`src/design/u16u8_pkg.sv`:
```
// Shared types, constants and the UTF-8 encoder for the UTF-16 to UTF-8 converter.
`default_nettype none

package u16u8_pkg;

   localparam int CAP_W       = 11;
   localparam int CP_W        = 21;
   localparam int QUEUE_DEPTH = 2;
   localparam int QPTR_W      = (QUEUE_DEPTH > 1) ? $clog2(QUEUE_DEPTH) : 1;
   localparam int QCNT_W      = $clog2(QUEUE_DEPTH + 1);

   localparam logic [CAP_W-1:0] CAP_RESET = 11'd128;

   localparam logic [15:0] HIGH_FIRST = 16'hD800;
   localparam logic [15:0] HIGH_LAST  = 16'hDBFF;
   localparam logic [15:0] LOW_FIRST  = 16'hDC00;
   localparam logic [15:0] LOW_LAST   = 16'hDFFF;
   localparam logic [CP_W-1:0] REPLACEMENT = 21'h00FFFD;
   localparam logic [CP_W-1:0] SUPP_BASE   = 21'h010000;

   // UTF-8 form of U+FFFD
   localparam logic [2:0][7:0] REPL_BYTES = {8'hBD, 8'hBF, 8'hEF};
   localparam logic [2:0]      REPL_LEN   = 3'd3;

   typedef struct packed {
      logic [15:0] code_unit;
      logic        last_unit;
   } req_data_type;

   typedef struct packed {
      logic [7:0] out_byte;
      logic       end_of_string;
   } rsp_data_type;

   typedef struct packed {
      logic [3:0][7:0] bytes;
      logic [2:0]      len;
   } utf8_char_type;

   // One queued job: optional U+FFFD, optional character, optional terminator
   typedef struct packed {
      logic          repl_en;
      utf8_char_type chr;
      logic          term;
   } job_type;

   function automatic utf8_char_type utf8_encode(input logic [CP_W-1:0] cp);
      utf8_char_type r;
      r = '0;
      if (cp <= 21'h00007F) begin
         r.bytes[0] = cp[7:0];
         r.len      = 3'd1;
      end else if (cp <= 21'h0007FF) begin
         r.bytes[0] = {3'b110, cp[10:6]};
         r.bytes[1] = {2'b10, cp[5:0]};
         r.len      = 3'd2;
      end else if (cp <= 21'h00FFFF) begin
         r.bytes[0] = {4'b1110, cp[15:12]};
         r.bytes[1] = {2'b10, cp[11:6]};
         r.bytes[2] = {2'b10, cp[5:0]};
         r.len      = 3'd3;
      end else begin
         r.bytes[0] = {5'b11110, cp[20:18]};
         r.bytes[1] = {2'b10, cp[17:12]};
         r.bytes[2] = {2'b10, cp[11:6]};
         r.bytes[3] = {2'b10, cp[5:0]};
         r.len      = 3'd4;
      end
      return r;
   endfunction

endpackage

`default_nettype wire

```
`src/design/u16u8_front.sv`:
```
// Front end: takes code units, pairs surrogates, checks capacity, builds byte jobs.
`default_nettype none

module u16u8_front (
   input  wire                          clock,
   input  wire                          reset,
   input  wire                          accept,
   input  u16u8_pkg::req_data_type      req_data,
   input  wire                          csr_wr_en,
   input  wire [u16u8_pkg::CAP_W-1:0]   csr_wr_data,
   output logic                         push,
   output u16u8_pkg::job_type           push_job
);
   import u16u8_pkg::*;

   logic [CAP_W-1:0] capacity_ff, capacity_in;
   logic [9:0]       held_ff, held_in;
   logic             held_valid_ff, held_valid_in;
   logic [CAP_W-1:0] written_ff, written_in;
   logic             stopped_ff, stopped_in;

   logic [15:0]      u;
   logic             is_high, is_low;
   logic [CP_W-1:0]  pair_cp, char_cp;
   logic             try_char;
   logic [CAP_W:0]   written_mid;
   logic             stopped_mid;
   utf8_char_type    enc;
   logic [CAP_W:0]   sum_repl, sum_char;

   assign u       = req_data.code_unit;
   assign is_high = (u >= HIGH_FIRST) && (u <= HIGH_LAST);
   assign is_low  = (u >= LOW_FIRST) && (u <= LOW_LAST);
   assign pair_cp = SUPP_BASE + {1'b0, held_ff, u[9:0]};

   assign capacity_in = csr_wr_en ? csr_wr_data : capacity_ff;

   always_comb begin
      held_in       = held_ff;
      held_valid_in = held_valid_ff;
      written_in    = written_ff;
      stopped_in    = stopped_ff;
      push_job      = '0;
      try_char      = 1'b0;
      char_cp       = {5'd0, u};
      written_mid   = {1'b0, written_ff};
      stopped_mid   = stopped_ff;
      sum_repl      = {1'b0, written_ff} + {{(CAP_W-2){1'b0}}, REPL_LEN};

      if (accept && !stopped_ff) begin
         if (held_valid_ff && is_low) begin
            held_valid_in = 1'b0;
            try_char      = 1'b1;
            char_cp       = pair_cp;
         end else begin
            if (held_valid_ff) begin
               held_valid_in = 1'b0;
               if (sum_repl < {1'b0, capacity_ff}) begin
                  push_job.repl_en = 1'b1;
                  written_mid      = sum_repl;
               end else begin
                  stopped_mid = 1'b1;
               end
            end
            if (!stopped_mid) begin
               if (u == 16'd0) begin
                  stopped_mid = 1'b1;
               end else if (is_high) begin
                  if (req_data.last_unit) begin
                     try_char = 1'b1;
                     char_cp  = REPLACEMENT;
                  end else begin
                     held_in       = u[9:0];
                     held_valid_in = 1'b1;
                  end
               end else if (is_low) begin
                  try_char = 1'b1;
                  char_cp  = REPLACEMENT;
               end else begin
                  try_char = 1'b1;
               end
            end
         end
      end

      enc      = utf8_encode(char_cp);
      sum_char = written_mid + {{(CAP_W-2){1'b0}}, enc.len};
      if (try_char) begin
         if (sum_char < {1'b0, capacity_ff}) begin
            push_job.chr = enc;
            written_mid  = sum_char;
         end else begin
            stopped_mid   = 1'b1;
            held_valid_in = 1'b0;
         end
      end

      if (accept) begin
         written_in = written_mid[CAP_W-1:0];
         stopped_in = stopped_mid;
         if (req_data.last_unit) begin
            push_job.term = 1'b1;
            held_in       = '0;
            held_valid_in = 1'b0;
            written_in    = '0;
            stopped_in    = 1'b0;
         end
      end

      push = accept && (push_job.repl_en || (push_job.chr.len != 3'd0) || push_job.term);
   end

   always_ff @(posedge clock) begin
      if (reset) begin
         capacity_ff   <= CAP_RESET;
         held_ff       <= '0;
         held_valid_ff <= 1'b0;
         written_ff    <= '0;
         stopped_ff    <= 1'b0;
      end else begin
         capacity_ff   <= capacity_in;
         held_ff       <= held_in;
         held_valid_ff <= held_valid_in;
         written_ff    <= written_in;
         stopped_ff    <= stopped_in;
      end
   end

`ifndef SYNTHESIS
   a_stop_drops_held: assert property (@(posedge clock) disable iff (reset)
      stopped_ff |-> !held_valid_ff)
      else $error("high surrogate pending while conversion stopped");
   a_last_clears: assert property (@(posedge clock) disable iff (reset)
      (accept && req_data.last_unit) |=> (written_ff == '0) && !stopped_ff && !held_valid_ff)
      else $error("string state not cleared after last word");
`endif

endmodule

`default_nettype wire

```
`src/design/u16u8_job_queue.sv`:
```
// Short FIFO of byte jobs between the front end and the byte sequencer.
`default_nettype none

module u16u8_job_queue (
   input  wire                    clock,
   input  wire                    reset,
   input  wire                    push,
   input  u16u8_pkg::job_type     push_job,
   input  wire                    pop,
   output logic                   full,
   output logic                   head_valid,
   output u16u8_pkg::job_type     head_job
);
   import u16u8_pkg::*;

   job_type             entry_ff [QUEUE_DEPTH];
   logic [QPTR_W-1:0]   wr_ptr_ff, wr_ptr_in;
   logic [QPTR_W-1:0]   rd_ptr_ff, rd_ptr_in;
   logic [QCNT_W-1:0]   count_ff, count_in;
   logic                do_pop;

   assign full       = (count_ff == QCNT_W'(QUEUE_DEPTH));
   assign head_valid = (count_ff != '0);
   assign head_job   = entry_ff[rd_ptr_ff];
   assign do_pop     = pop && head_valid;

   always_comb begin
      wr_ptr_in = wr_ptr_ff;
      rd_ptr_in = rd_ptr_ff;
      count_in  = count_ff;
      if (push) begin
         wr_ptr_in = (wr_ptr_ff == QPTR_W'(QUEUE_DEPTH - 1)) ? '0 : wr_ptr_ff + 1'b1;
      end
      if (do_pop) begin
         rd_ptr_in = (rd_ptr_ff == QPTR_W'(QUEUE_DEPTH - 1)) ? '0 : rd_ptr_ff + 1'b1;
      end
      if (push && !do_pop) begin
         count_in = count_ff + 1'b1;
      end else if (!push && do_pop) begin
         count_in = count_ff - 1'b1;
      end
   end

   always_ff @(posedge clock) begin
      if (push) begin
         entry_ff[wr_ptr_ff] <= push_job;
      end
   end

   always_ff @(posedge clock) begin
      if (reset) begin
         wr_ptr_ff <= '0;
         rd_ptr_ff <= '0;
         count_ff  <= '0;
      end else begin
         wr_ptr_ff <= wr_ptr_in;
         rd_ptr_ff <= rd_ptr_in;
         count_ff  <= count_in;
      end
   end

`ifndef SYNTHESIS
   a_no_overflow: assert property (@(posedge clock) disable iff (reset)
      !(push && full && !pop))
      else $error("job pushed into full queue");
   a_count_bound: assert property (@(posedge clock) disable iff (reset)
      count_ff <= QCNT_W'(QUEUE_DEPTH))
      else $error("queue count out of range");
`endif

endmodule

`default_nettype wire

```
`src/design/u16u8_back.sv`:
```
// Back end: walks each job byte by byte into the output register.
`default_nettype none

module u16u8_back (
   input  wire                        clock,
   input  wire                        reset,
   input  wire                        head_valid,
   input  u16u8_pkg::job_type         head_job,
   output logic                       pop,
   output logic                       rsp_valid,
   input  wire                        rsp_stall,
   output u16u8_pkg::rsp_data_type    rsp_data
);
   import u16u8_pkg::*;

   logic [2:0]    idx_ff, idx_in;
   logic          rsp_valid_ff, rsp_valid_in;
   rsp_data_type  rsp_data_ff, rsp_data_in;

   logic [3:0]    total;
   logic [2:0]    repl_len, rel;
   logic          out_free, last_byte;
   rsp_data_type  cur;

   assign repl_len  = head_job.repl_en ? REPL_LEN : 3'd0;
   assign total     = {1'b0, repl_len} + {1'b0, head_job.chr.len} + {3'd0, head_job.term};
   assign last_byte = ({1'b0, idx_ff} == total - 4'd1);
   assign out_free  = !rsp_valid_ff || !rsp_stall;
   assign rel       = idx_ff - repl_len;

   always_comb begin
      cur = '0;
      if (idx_ff < repl_len) begin
         cur.out_byte = REPL_BYTES[idx_ff[1:0]];
      end else if (rel < head_job.chr.len) begin
         cur.out_byte = head_job.chr.bytes[rel[1:0]];
      end else begin
         cur.end_of_string = 1'b1;
      end
   end

   always_comb begin
      idx_in       = idx_ff;
      rsp_valid_in = rsp_valid_ff;
      rsp_data_in  = rsp_data_ff;
      pop          = 1'b0;
      if (out_free) begin
         rsp_valid_in = head_valid;
         if (head_valid) begin
            rsp_data_in = cur;
            if (last_byte) begin
               pop    = 1'b1;
               idx_in = '0;
            end else begin
               idx_in = idx_ff + 1'b1;
            end
         end
      end
   end

   always_ff @(posedge clock) begin
      rsp_data_ff <= rsp_data_in;
   end

   always_ff @(posedge clock) begin
      if (reset) begin
         idx_ff       <= '0;
         rsp_valid_ff <= 1'b0;
      end else begin
         idx_ff       <= idx_in;
         rsp_valid_ff <= rsp_valid_in;
      end
   end

   assign rsp_valid = rsp_valid_ff;
   assign rsp_data  = rsp_data_ff;

`ifndef SYNTHESIS
   a_idx_in_job: assert property (@(posedge clock) disable iff (reset)
      head_valid |-> ({1'b0, idx_ff} < total))
      else $error("byte index beyond job length");
`endif

endmodule

`default_nettype wire

```
`src/design/utf16_to_utf8_stream_converter.sv`:
```
// The first UTF-8 byte of a word is registered in the job queue and then in the output
// register before it is on rsp.
// Throughput: the output register emits one byte per cycle while rsp_stall is low; a word
// yields 0 to 7 bytes (3 for U+FFFD of an unpaired high, up to 4 for the
// character, 1 for the terminator). Words are accepted every cycle while the queue has room.
// Reset (synchronous): capacity returns to 128, string state clears, queue and output empty.
`default_nettype none

module utf16_to_utf8_stream_converter (
   input  wire                          clock,
   input  wire                          reset,
   input  wire                          req_valid,
   output logic                         req_stall,
   input  u16u8_pkg::req_data_type      req_data,
   output logic                         rsp_valid,
   input  wire                          rsp_stall,
   output u16u8_pkg::rsp_data_type      rsp_data,
   input  wire                          csr_wr_en,
   input  wire [u16u8_pkg::CAP_W-1:0]   csr_wr_data
);
   import u16u8_pkg::*;

   logic     accept;
   logic     push, pop, full, head_valid;
   job_type  push_job, head_job;

   assign req_stall = full;
   assign accept    = req_valid && !full;

   u16u8_front u_front (
      .clock       (clock),
      .reset       (reset),
      .accept      (accept),
      .req_data    (req_data),
      .csr_wr_en   (csr_wr_en),
      .csr_wr_data (csr_wr_data),
      .push        (push),
      .push_job    (push_job)
   );

   u16u8_job_queue u_queue (
      .clock      (clock),
      .reset      (reset),
      .push       (push),
      .push_job   (push_job),
      .pop        (pop),
      .full       (full),
      .head_valid (head_valid),
      .head_job   (head_job)
   );

   u16u8_back u_back (
      .clock      (clock),
      .reset      (reset),
      .head_valid (head_valid),
      .head_job   (head_job),
      .pop        (pop),
      .rsp_valid  (rsp_valid),
      .rsp_stall  (rsp_stall),
      .rsp_data   (rsp_data)
   );

endmodule

`default_nettype wire
```
`config.mk`:
```
export PLATFORM = sky130hd
export DESIGN_NAME = utf16_to_utf8_stream_converter
export DESIGN_NICKNAME = d
export VERILOG_FILES = /design/src/design/u16u8_pkg.sv /design/src/design/u16u8_front.sv /design/src/design/u16u8_job_queue.sv /design/src/design/u16u8_back.sv /design/src/design/utf16_to_utf8_stream_converter.sv
export SDC_FILE = /design/constraint.sdc
export NUM_CORES = 1
export LEC_CHECK = 0
export BUFFER_PORTS_ARGS = -buffer_cell sky130_fd_sc_hd__buf_2
export CORE_MARGIN = 5
export CORE_UTILIZATION = 43
export CTS_BUF_LIST = sky130_fd_sc_hd__clkbuf_4 sky130_fd_sc_hd__clkbuf_8 sky130_fd_sc_hd__clkbuf_16
export DETAILED_ROUTE_END_ITERATION = 8
export SLEW_MARGIN = 20
export SYNTH_ARGS = -nofsm -noshare
export SYNTH_HDL_FRONTEND = slang
export SYNTH_SLANG_ARGS = --single-unit
```
`constraint.sdc`:
```
create_clock -name clock -period 26.1 [get_ports clock]
set_input_delay 3.915 -clock clock [delete_from_list [all_inputs] [get_ports clock]]
set_output_delay 3.915 -clock clock [all_outputs]
set_load 0.01 [all_outputs]
```
After elaboration in Yosys (flattened, before gate mapping)
Memories as Yosys holds them, arrays and structs flattened. A register that Yosys moved wholly into a read port is not among the register bits.
Index checks and enable logic that the tools add are counted.
{"block": "totals", "inputBits": 33, "ff_bits": 51, "word_cells": 145, "n_memories": 1, "ramBits": 74}
{"memory": "u_queue.entry_ff", "words": 2, "width": 37, "read_ports": 1, "rd_clocked_by_memory_dff": 1, "wr": 1, "line": "u16u8_job_queue.sv:16", "rtl": "job_type entry_ff [QUEUE_DEPTH];"}
{"block": "op_classes", "n_addsub": 12, "n_mux": 82, "n_reduce_logical": 23, "n_eq_ne": 2, "order_cmp": 13}
{"op": "21-bit two-way mux", "count": 5}
{"op": "10-bit two-way mux", "count": 8}
{"op": "35-bit two-way mux", "count": 2}
{"op": "12-bit two-way mux", "count": 4}
{"op": "16-bit two-way mux", "count": 3}
{"op": "11-bit two-way mux", "count": 4}
{"op": "1-bit two-way mux", "count": 42}
{"op": "8-bit two-way mux", "count": 5}
{"op": "8-bit binary-select mux with 2-bit select", "count": 2}
{"op": "16-bit >= comparator, second input constant", "count": 2}
{"op": "16-bit <= comparator, second input constant", "count": 2}
{"op": "25-bit two-way mux", "count": 1}
{"op": "12-bit by 11-bit < comparator with 1-bit output", "count": 2}
{"op": "24-bit two-way mux", "count": 1}
{"op": "17-bit by 20-bit adder with 21-bit output, first input constant", "count": 1}
{"op": "21-bit by 11-bit <= comparator with 1-bit output, second input constant", "count": 1}
{"op": "21-bit by 16-bit <= comparator with 1-bit output, second input constant", "count": 1}
{"op": "21-bit by 7-bit <= comparator with 1-bit output, second input constant", "count": 1}
{"op": "19-bit two-way mux", "count": 1}
{"op": "16-bit zero test", "count": 1}
{"op": "11-bit by 2-bit adder with 12-bit output, second input constant", "count": 1}
{"op": "12-bit by 3-bit adder with 12-bit output", "count": 1}
{"op": "1-bit logical AND", "count": 9}
{"op": "1-bit zero test", "count": 6}
{"op": "other kinds (18)", "count": 26}

Depth between registers and ports, before layout
Gate-level depths: netlist of the first run.
{"block": "depth", "depth_word": 25, "mapped_depth": 35, "mapped_depth_nobuf": 34}

By module
From an unflattened synthesis of the first run, not the netlist that was laid out.
{"block": "hier_totals", "hier_cells": 736, "area_unflattened_um2": 7671.1}
{"module": "u16u8_front", "instances": 1, "cells_each": 503, "area_per_inst_um2": 3688.5, "seq_area_each_um2": 680.7}
{"module": "u16u8_job_queue", "instances": 1, "cells_each": 137, "area_per_inst_um2": 2889.0, "seq_area_each_um2": 2322.2}
{"module": "u16u8_back", "instances": 1, "cells_each": 95, "area_per_inst_um2": 1079.8, "seq_area_each_um2": 350.3}
{"module": "utf16_to_utf8_stream_converter", "instances": 1, "cells_each": 1, "area_per_inst_um2": 13.8, "seq_area_each_um2": 0.0}

Worst setup path after synthesis of the first run
OpenSTA, ideal clock, no wires.
{"block": "synth_path", "path_type": "input to register", "start": "input req_data[15] (netlist bit)", "end": "memory u_queue.entry_ff[0][0] (netlist bit), enable pin", "path_slack_ns": 15.316, "setup_time_ns": 0.427, "n_path_buf": 1, "arrival_ns": 10.357, "stages": 25, "path_cell_list": "and4_1 > and2_1 > nand3_1 > o21ai_0 > and4b_1 > nand3_2 > nand2_1 > nand2_1 > ha_1 > fa_1 > a21oi_1 > nor2_1 > and4_1 > nor2_1 > xnor2_1 > ha_1 > a21o_1 > a2111oi_0 > o21ai_0 > a31o_2 > a311o_1 > a21o_1 > buf_6 > a21oi_4 > nor2b_1"}
{"block": "synth_via", "elab_chain_cells": 22, "word_cells_on_any_way": 40}
{"element": "start: declaration", "line": "utf16_to_utf8_stream_converter.sv:14", "rtl": "input u16u8_pkg::req_data_type req_data,"}
{"element": "16-bit >= comparator / 16-bit <= comparator (equally long branches)", "line": "u16u8_front.sv:33", "rtl": "assign is_low = (u >= LOW_FIRST) && (u <= LOW_LAST);"}
{"element": "1-bit logical AND", "line": "u16u8_front.sv:33"}
{"element": "16-bit two-way mux", "line": "u16u8_front.sv:76", "rtl": "end else if (is_low) begin"}
{"element": "21-bit two-way mux", "line": "u16u8_front.sv:68", "rtl": "end else if (is_high) begin"}
{"element": "21-bit two-way mux", "line": "u16u8_front.sv:66", "rtl": "if (u == 16'd0) begin"}
{"element": "21-bit two-way mux", "line": "u16u8_front.sv:65", "rtl": "if (!stopped_mid) begin"}
{"element": "21-bit two-way mux", "line": "u16u8_front.sv:51", "rtl": "if (held_valid_ff && is_low) begin"}
{"element": "21-bit two-way mux", "line": "u16u8_front.sv:50", "rtl": "if (accept && !stopped_ff) begin"}
{"element": "[6 not listed]"}
{"element": "35-bit two-way mux", "line": "u16u8_front.sv:89", "rtl": "if (sum_char < {1'b0, capacity_ff}) begin"}
{"element": "35-bit two-way mux", "line": "u16u8_front.sv:88", "rtl": "if (try_char) begin"}
{"element": "3-bit nonzero test", "line": "u16u8_front.sv:110", "rtl": "push = accept && (push_job.repl_en || (push_job.chr.len != 3'd0) || push_job.term);"}
{"element": "1-bit logical OR (*) (2 in series)", "line": "u16u8_front.sv:110"}
{"element": "1-bit logical AND (*)", "line": "u16u8_front.sv:110"}
{"element": "net push", "line": "utf16_to_utf8_stream_converter.sv:24", "rtl": "logic push, pop, full, head_valid;"}
{"element": "1-bit two-way mux (*)", "line": "u16u8_job_queue.sv:45", "rtl": "if (push) begin"}
{"element": "1-bit two-way mux (not written as such) (*)", "line": "u16u8_job_queue.sv:46", "rtl": "entry_ff[wr_ptr_ff] <= push_job;"}
{"element": "end: declaration", "line": "u16u8_job_queue.sv:16"}
Mark *: on every way through the listed nets, which the timed path passes. The rest lies on a longest branch.

Worst setup path in the final report of the first run
{"block": "layout_path", "start": "input req_data[16] (netlist bit)", "end": "memory u_queue.entry_ff[0][27] (netlist bit), enable pin"}
The elaborated chain is that of the path after synthesis.

==> results of run 1 <==
-- where the power goes --
part / total [mW] / internal, mW / switching [mW] / leakage (nW)
registers: 0.254 / 0.242 / 0.0120 / 1.06
logic: 0.207 / 0.0861 / 0.121 / 1.77
clock network: 0.237 / 0.144 / 0.0925 / 0.290
total: 0.698 / 0.472 / 0.225 / 3.12
-- cells by family after synthesis --
kind of cell | after synthesis | share of synthesized area
flip-flops | 118 | 0.437
AND/OR/NAND/NOR | 212 | 0.151
buffers and inverters | 70 | 0.0405
multiplexers | 53 | 0.0976
AO/OA/AOI/OAI | 143 | 0.140
XOR/XNOR | 48 | 0.0590
adder cells (fa/ha/maj) | 41 | 0.0751
-- cell type report --
| cell class | count | area share |
|---|---|---|
| inverters | 40 | 0.0185 |
| multi-input cells | 497 | 0.461 |
| repair buffers | 46 | 0.0293 |
| flip-flops and latches | 118 | 0.384 |
| clock buffers | 18 | 0.0534 |
| clock inverters | 14 | 0.0202 |
| well taps | 220 | 0.0339 |
-- routing by layer --
| metal | GRT usage | up-vias | wire length (microns) | share of wire |
|---|---|---|---|---|
| li1 | - | 2589 | - | - |
| met1 | 0.256 | 2626 | 8450 | 0.47 |
| met2 | 0.292 | 190 | 8250 | 0.46 |
| met3 | 0.0434 | 46 | 894 | 0.049 |
| met4 | 0.0808 | 0 | 499 | 0.028 |
| met5 | 0 | - | 0 | 0 |
-- cells in the mapped netlist (9+ instances only) --
cell type / number
sky130_fd_sc_hd__a21o_1: 9
sky130_fd_sc_hd__a21oi_1: 31
sky130_fd_sc_hd__a31oi_1: 11
sky130_fd_sc_hd__clkbuf_1: 14
sky130_fd_sc_hd__dfxtp_1: 43
sky130_fd_sc_hd__edfxtp_1: 75
sky130_fd_sc_hd__ha_1: 38
sky130_fd_sc_hd__inv_1: 38
sky130_fd_sc_hd__mux2i_1: 38
sky130_fd_sc_hd__mux4_2: 13
sky130_fd_sc_hd__nand2_1: 43
sky130_fd_sc_hd__nand3_1: 11
sky130_fd_sc_hd__nor2_1: 81
sky130_fd_sc_hd__nor3_1: 13
sky130_fd_sc_hd__o21ai_0: 37
sky130_fd_sc_hd__xnor2_1: 31
sky130_fd_sc_hd__xor2_1: 17
-- registers in the layout, indices dropped and copies added, names as in the netlist, named ones only --
signal	count
u_back.idx_ff	3
u_back.rsp_data	9
u_back.rsp_valid	1
u_front.capacity_ff	11
u_front.held_ff	10
u_front.held_valid_ff	1
u_front.stopped_ff	1
u_front.written_ff	11
u_queue.count_ff	2
u_queue.entry_ff	66
u_queue.rd_ptr_ff	1
u_queue.wr_ptr_ff	1
-- final timing paths --
kind | from | end | depth (start not counted)
min reg2reg | u_front.written_ff[9] | u_front.written_ff[9] | 2
min | u_front.written_ff[9] | u_front.written_ff[9] | 2
max reg2reg | u_front.written_ff[0] | u_queue.entry_ff[0][27] | 30
max | req_data[16] | u_queue.entry_ff[0][27] | 25
-- worst max-delay path: stages --
cell and delay (ns):
sky130_fd_sc_hd__buf_2 0.14, sky130_fd_sc_hd__and4_1 0.31, sky130_fd_sc_hd__and2_1 0.22, sky130_fd_sc_hd__nand3_1 0.29
sky130_fd_sc_hd__o21ai_0 0.49, sky130_fd_sc_hd__and4b_1 0.35, sky130_fd_sc_hd__nand3_2 0.29, sky130_fd_sc_hd__nor3_4 0.39
sky130_fd_sc_hd__nor2_1 0.14, sky130_fd_sc_hd__fa_1 0.49, sky130_fd_sc_hd__a21oi_1 0.23, sky130_fd_sc_hd__nor2_1 0.06
sky130_fd_sc_hd__and4_1 0.23, sky130_fd_sc_hd__nor2_1 0.16, sky130_fd_sc_hd__xnor2_1 0.10, sky130_fd_sc_hd__ha_1 0.32
sky130_fd_sc_hd__a21o_1 0.19, sky130_fd_sc_hd__a2111oi_0 0.37, sky130_fd_sc_hd__o21ai_0 0.15, sky130_fd_sc_hd__a31o_2 0.28
sky130_fd_sc_hd__a311o_1 0.43, sky130_fd_sc_hd__a21o_1 0.46, sky130_fd_sc_hd__a21oi_4 0.30, sky130_fd_sc_hd__nor2b_2 0.16
sky130_fd_sc_hd__buf_4 0.38
==> implementation parameters, run 1 <==
Parameter                              Value

Die
  Chip height ... 139 microns
  Initial cell density of the core ... 0.434
  Total I/O pin count ... 44
  Standard cell core area ... 0.0164 sq mm
  Count of standard-cell rows ... 47
  Die footprint ... 0.0193 sq mm
  Chip width ... 139 microns

Placed design
  GP Congestion ... 0.910
  Placed Instance Area ... 0.00750 sq mm
  Total instance count after detailed placement ... 921
  Input/output buffers ... 43
  Placed wire-length estimate after detailed placement ... 13600 microns
  Setup WS pre-CTS ... 15.08 ns

Finish
  Number of nets in the final layout ... 794
  Register cell area after layout ... 0.00311 sq mm
  Multi-input logic area ... 0.00374 sq mm
  Commonest cells after routing, fill and taps aside ... sky130_fd_sc_hd__nor2_1 (81), sky130_fd_sc_hd__edfxtp_1 (75), sky130_fd_sc_hd__nand2_1 (43), sky130_fd_sc_hd__dfxtp_1 (43), sky130_fd_sc_hd__buf_2 (43)
  Finished Cell Area ... 0.00811 sq mm
  Most common library cell in the layout ignoring fill and taps ... sky130_fd_sc_hd__nor2_1
  Share of cells above drive strength 1 ... 0.165
  Area growth from synthesis to layout ... 13.8%
  Total inserted antenna cells ... 0
  Finished Layout Cells ... 953
  Number of fillers in the final layout ... 1501
  Post-layout util ... 0.494

CTS
  Maximum clock path buffer count ... 2
  CTS clk-pin slew, worst paths ... 0.06 ns
  Clock Sinks ... 118
  Skew-Pair Late Insertion Delay ... 0.42 ns
  Number of buffers created by CTS ... 17
  TritonCTS clock tree ... built
  Cell at the root of the clock tree ... sky130_fd_sc_hd__clkbuf_16
  Post-cts gate resize count ... 0
  CTS H-tree depth ... 4
  Post-CTS Repair Setup Buffers ... 0
  Hold buffer count at cts ... 0

Worst setup path
  Type of element launching the critical path ... input port
  Type of the worst setup path ... input port to register
  Worst EP arrival ... 10.84 ns
  Largest fanout on the critical path ... 33
  Crit. End Element ... register
  R2r setup slk ... 16.38 ns
  Required time reported for the critical path endpoint ... 26.17 ns

Logic synthesis
  Average instance area after synthesis ... 10.4 sq um
  Number of distinct library cell variants in the gate-level netlist after synthesis ... 77
  Number of synthesized register bits ... 118
  Syn. warnings ... 0
  Top cells by area, synth ... sky130_fd_sc_hd__edfxtp_1 (32%), sky130_fd_sc_hd__dfxtp_1 (12%), sky130_fd_sc_hd__ha_1 (6.7%)
  Async set-or-reset flop fraction in the synthesized netlist ... 0
  Syn Nets ... 759
  Area fraction of the dominant cell type after synthesis ... 0.316
  Number of enable-type register cells in the synthesized netlist ... 75
  Post-synthesis instance area ... 0.00713 sq mm
  Ys flop type ... sky130_fd_sc_hd__edfxtp_1
  Synth area leader ... sky130_fd_sc_hd__edfxtp_1
  Sequential cell area fraction in the yosys report ... 0.437
  Post-Synthesis Cells ... 685

STA
  Unrepaired setup endpoints after global routing ... false
  Final-report setup violation count ... 0
  Share of the clock period used by the worst path ... 0.413
  Setup WS post-layout ... 15.32 ns
  Transition time at the pin with the least slew margin ... 0.958 ns
  Post-route worst hold slack ... 0.490 ns
  Max_slew headroom ... 0.361
  Final Hold Violating Endpoints ... 0
  Maximum operating frequency ... 92.8 MHz
  Setup TNS ... 0 ns
  Clock period minus final worst setup slack ... 10.78 ns
  Setup Skew ... 0.0109 ns
  Number of pins exceeding their max-slew limit in the final report ... 0

Min path
  Worst Hold Class ... register to register

Drt
  Per-cell routed wire length ... 19.0 microns
  Routed via count divided by cell count ... 5.72
  Number of iterations in the first detailed-routing pass ... 5
  ANT nets after route ... 0
  Total DRC errors in the routed layout ... 0
  Number of design-rule violations left by the first detailed-router iteration ... 452
  Total routed wirelength ... 18100 microns
  Total number of vias ... 5451

Global route
  Vias in the first global route ... 5391
  Largest net degree at the start of global routing ... 34
  Combined global-route utilization of all metal layers ... 0.189
  Antenna violations before repair ... 0
  First-pass GRT wire length ... 28700 microns
  Remaining global-route overflow ... 0

Outcome
  Result of the run ... finished, final reports clean

Pwr
  Total leakage power ... 3.12 nW
  Power Total ... 698 uW
  Highest ir drop seen on vdd ... 0.0000505 V
  Power density over cell area ... 86.0 mW/mm^2

Job
  Total of max-cap violations ... 0
No activity file was read; power rests on OpenSTA's default activity.
==> run 2, diff against run 1 <==
clock period = 10.6 ns   (was 26.1 ns; I/O delays follow)
==> run 2 against run 1 <==
- clock power rose by 140%
- clock-buffer cell count fell by 1
- die area did not move
- utilization fell by 0.053 points
- critical path type is now register to register
- flip-flop and latch count did not move
- register-to-register slack got worse by 15 ns
- critical endpoint is now u_queue.entry_ff[0][14]
- largest power group unchanged
- sequential power rose by 150%
- total power rose by 140%
- combinational power rose by 150%
==> implementation parameters, run 2 (synthesis gave the netlist of run 1 again) <==
Parameter                              Value

Pwr
  Highest ir drop seen on vdd ... 0.000121 V
  Power density over cell area ... 210 mW/mm^2
  Combinational share of power ... 0.302
  Flop pwr share ... 0.367
  Total leakage power ... 3.12 nW
  Share of total power consumed by net switching ... 0.322
  Cell internal pwr ... 1.16 mW
  Sw Pwr ... 548 uW
  Power share of the clock group ... 0.332

STA
  Clock period minus final worst setup slack ... 9.37 ns
  Maximum operating frequency ... 107 MHz
  Final-report setup violation count ... 0
  Setup TNS ... 0 ns
  Setup Skew ... 0.0137 ns
  Share of the clock period used by the worst path ... 0.884
  Unrepaired setup endpoints after global routing ... false
  Max_slew headroom ... 0.388
  Transition time at the pin with the least slew margin ... 0.917 ns
  Final Hold Violating Endpoints ... 0
  Number of pins exceeding their max-slew limit in the final report ... 0

CTS
  Clock Sinks ... 118
  CTS clk-pin slew, worst paths ... 0.06 ns
  Post-cts gate resize count ... 0
  Cell at the root of the clock tree ... sky130_fd_sc_hd__clkbuf_16
  Skew-Pair Late Insertion Delay ... 0.42 ns
  Hold buffer count at cts ... 0
  CTS H-tree depth ... 4
  TritonCTS clock tree ... built
  Post-CTS Repair Setup Buffers ... 0
  Maximum clock path buffer count ... 2
  Number of buffers created by CTS ... 17

Drt
  Routed via count divided by cell count ... 5.67
  Met1 wire length ... 8520 microns
  Number of design-rule violations left by the first detailed-router iteration ... 379
  Met3 wire length ... 985 microns
  Number of iterations in the first detailed-routing pass ... 5
  Per-cell routed wire length ... 18.9 microns
  Total routed wirelength ... 18100 microns
  ANT nets after route ... 0
  Top layer reached by signal wires ... met4
  Total DRC errors in the routed layout ... 0
  Total number of vias ... 5408
  Detailed-routed wire length on met2 ... 8130 microns

Finish
  Largest registers ... u_queue.entry_ff: 66 flops, u_front.capacity_ff: 11 flops, u_front.written_ff: 11 flops
  Max reg flops ... 66
  Reg with most FFs ... u_queue.entry_ff
  Number of nets in the final layout ... 796
  Share of cells above drive strength 1 ... 0.163
  Total inserted antenna cells ... 0
  Commonest cells after routing, fill and taps aside ... sky130_fd_sc_hd__nor2_1 (81), sky130_fd_sc_hd__edfxtp_1 (75), sky130_fd_sc_hd__nand2_1 (43), sky130_fd_sc_hd__dfxtp_1 (43), sky130_fd_sc_hd__buf_2 (43)
  Most common library cell in the layout ignoring fill and taps ... sky130_fd_sc_hd__nor2_1
  Area growth from synthesis to layout ... 13.6%
  Finished Layout Cells ... 954

Placed design
  Total instance count after detailed placement ... 923
  Input/output buffers ... 43
  Placed wire-length estimate after detailed placement ... 13700 microns
  GP Congestion ... 1.01

Worst setup path
  Required time reported for the critical path endpoint ... 10.66 ns
  Type of element launching the critical path ... register
  Type of the worst setup path ... register to register
  Critical-path top delay cell ... sky130_fd_sc_hd__or4_1
  Peak per-stage delay on the critical path ... 0.52 ns
  Largest fanout on the critical path ... 33
  Worst EP arrival ... 9.43 ns
  R2R depth ... 30
  Crit. End Element ... register

Global route
  Combined global-route utilization of all metal layers ... 0.191
  Largest net degree at the start of global routing ... 34
  First-pass GRT wire length ... 28900 microns
  Vias in the first global route ... 5203
  Remaining global-route overflow ... 0
  Antenna violations before repair ... 0

Job
  Total of max-cap violations ... 0

Die
  Chip height ... 139 microns
  Total I/O pin count ... 44
  Count of standard-cell rows ... 47
  Standard cell core area ... 0.0164 sq mm
  Die footprint ... 0.0193 sq mm
  Initial cell density of the core ... 0.434
  Chip width ... 139 microns

Min path
  Instance count along the most critical hold path ... 2
  Worst Hold Class ... register to register

Outcome
  Result of the run ... finished, final reports clean
==> run 2: cell types whose count changed in the layout (fill, tap and decap cells not counted) <==
cell	change
sky130_fd_sc_hd__buf_4	+2
sky130_fd_sc_hd__clkinvlp_4	+2
sky130_fd_sc_hd__inv_6	-2
sky130_fd_sc_hd__inv_8	-2
sky130_fd_sc_hd__a21oi_1	+1
sky130_fd_sc_hd__a21oi_2	-1
sky130_fd_sc_hd__clkbuf_4	-1
sky130_fd_sc_hd__clkinv_1	+1
sky130_fd_sc_hd__clkinv_4	+1
==> run 2: per-stage QoR <==
stage	setup slack (ns)	total power [mW]	cell area, sq um	utilization	hold WS (ns)
floorplan	1.72	1.00	7130	-	0.447
global placement	1.62	1.14	7520	0.458	0.460
detailed placement	1.36	1.15	7520	0.458	0.463
CTS	1.31	1.72	8100	0.493	0.472
global route	0.702	1.81	8100	0.494	0.521
finish	1.23	1.70	8100	0.494	0.482
==> run 2: final cells by class <==
type                       instances  area, sq um
clock buffer                      17          425
clock inverter                    14          151
fill                            1535         8310
inverter                          40          150
multi-input combinational        497         3730
sequential                       118         3110
tap                              220          275
timing repair buffer              48          253
==> run 2: power groups by stage <==
stage	combinational (mW)	clock [mW]	sequential [mW]
2_1_floorplan	0.363	0	0.641
3_3_place_gp	0.508	0	0.632
6_report	0.514	0.565	0.624
3_5_place_dp	0.517	0	0.635
5_1_grt	0.573	0.600	0.633
4_1_cts	0.521	0.573	0.626
==> run 2: routing by layer <==
layer  vias to the layer above  global-route usage
met2                       177               0.292
li1                       2598                   -
met3                        39              0.0483
met1                      2594               0.267
met5                         -                   0
met4                         0              0.0628
==> run 2: path summary, 6_finish.rpt <==
path              slack (ns)                  start                       to
setup / recovery        1.23  u_front.written_ff[0]  u_queue.entry_ff[0][14]
hold reg to reg         0.48       u_back.rsp_valid         u_back.rsp_valid
setup reg to reg        1.23  u_front.written_ff[0]  u_queue.entry_ff[0][14]
hold / removal          0.48       u_back.rsp_valid         u_back.rsp_valid
==> run 2: worst max-delay path, delay by kind of cell, from the launching register on <==
kind / cells / cell delay (ns)
compound gates: 11 / 3.34
simple gates: 11 / 2.93
fa+ha+maj: 4 / 1.43
buf+inv: 2 / 0.53
flops: 1 / 0.47
xor+xnor: 2 / 0.27
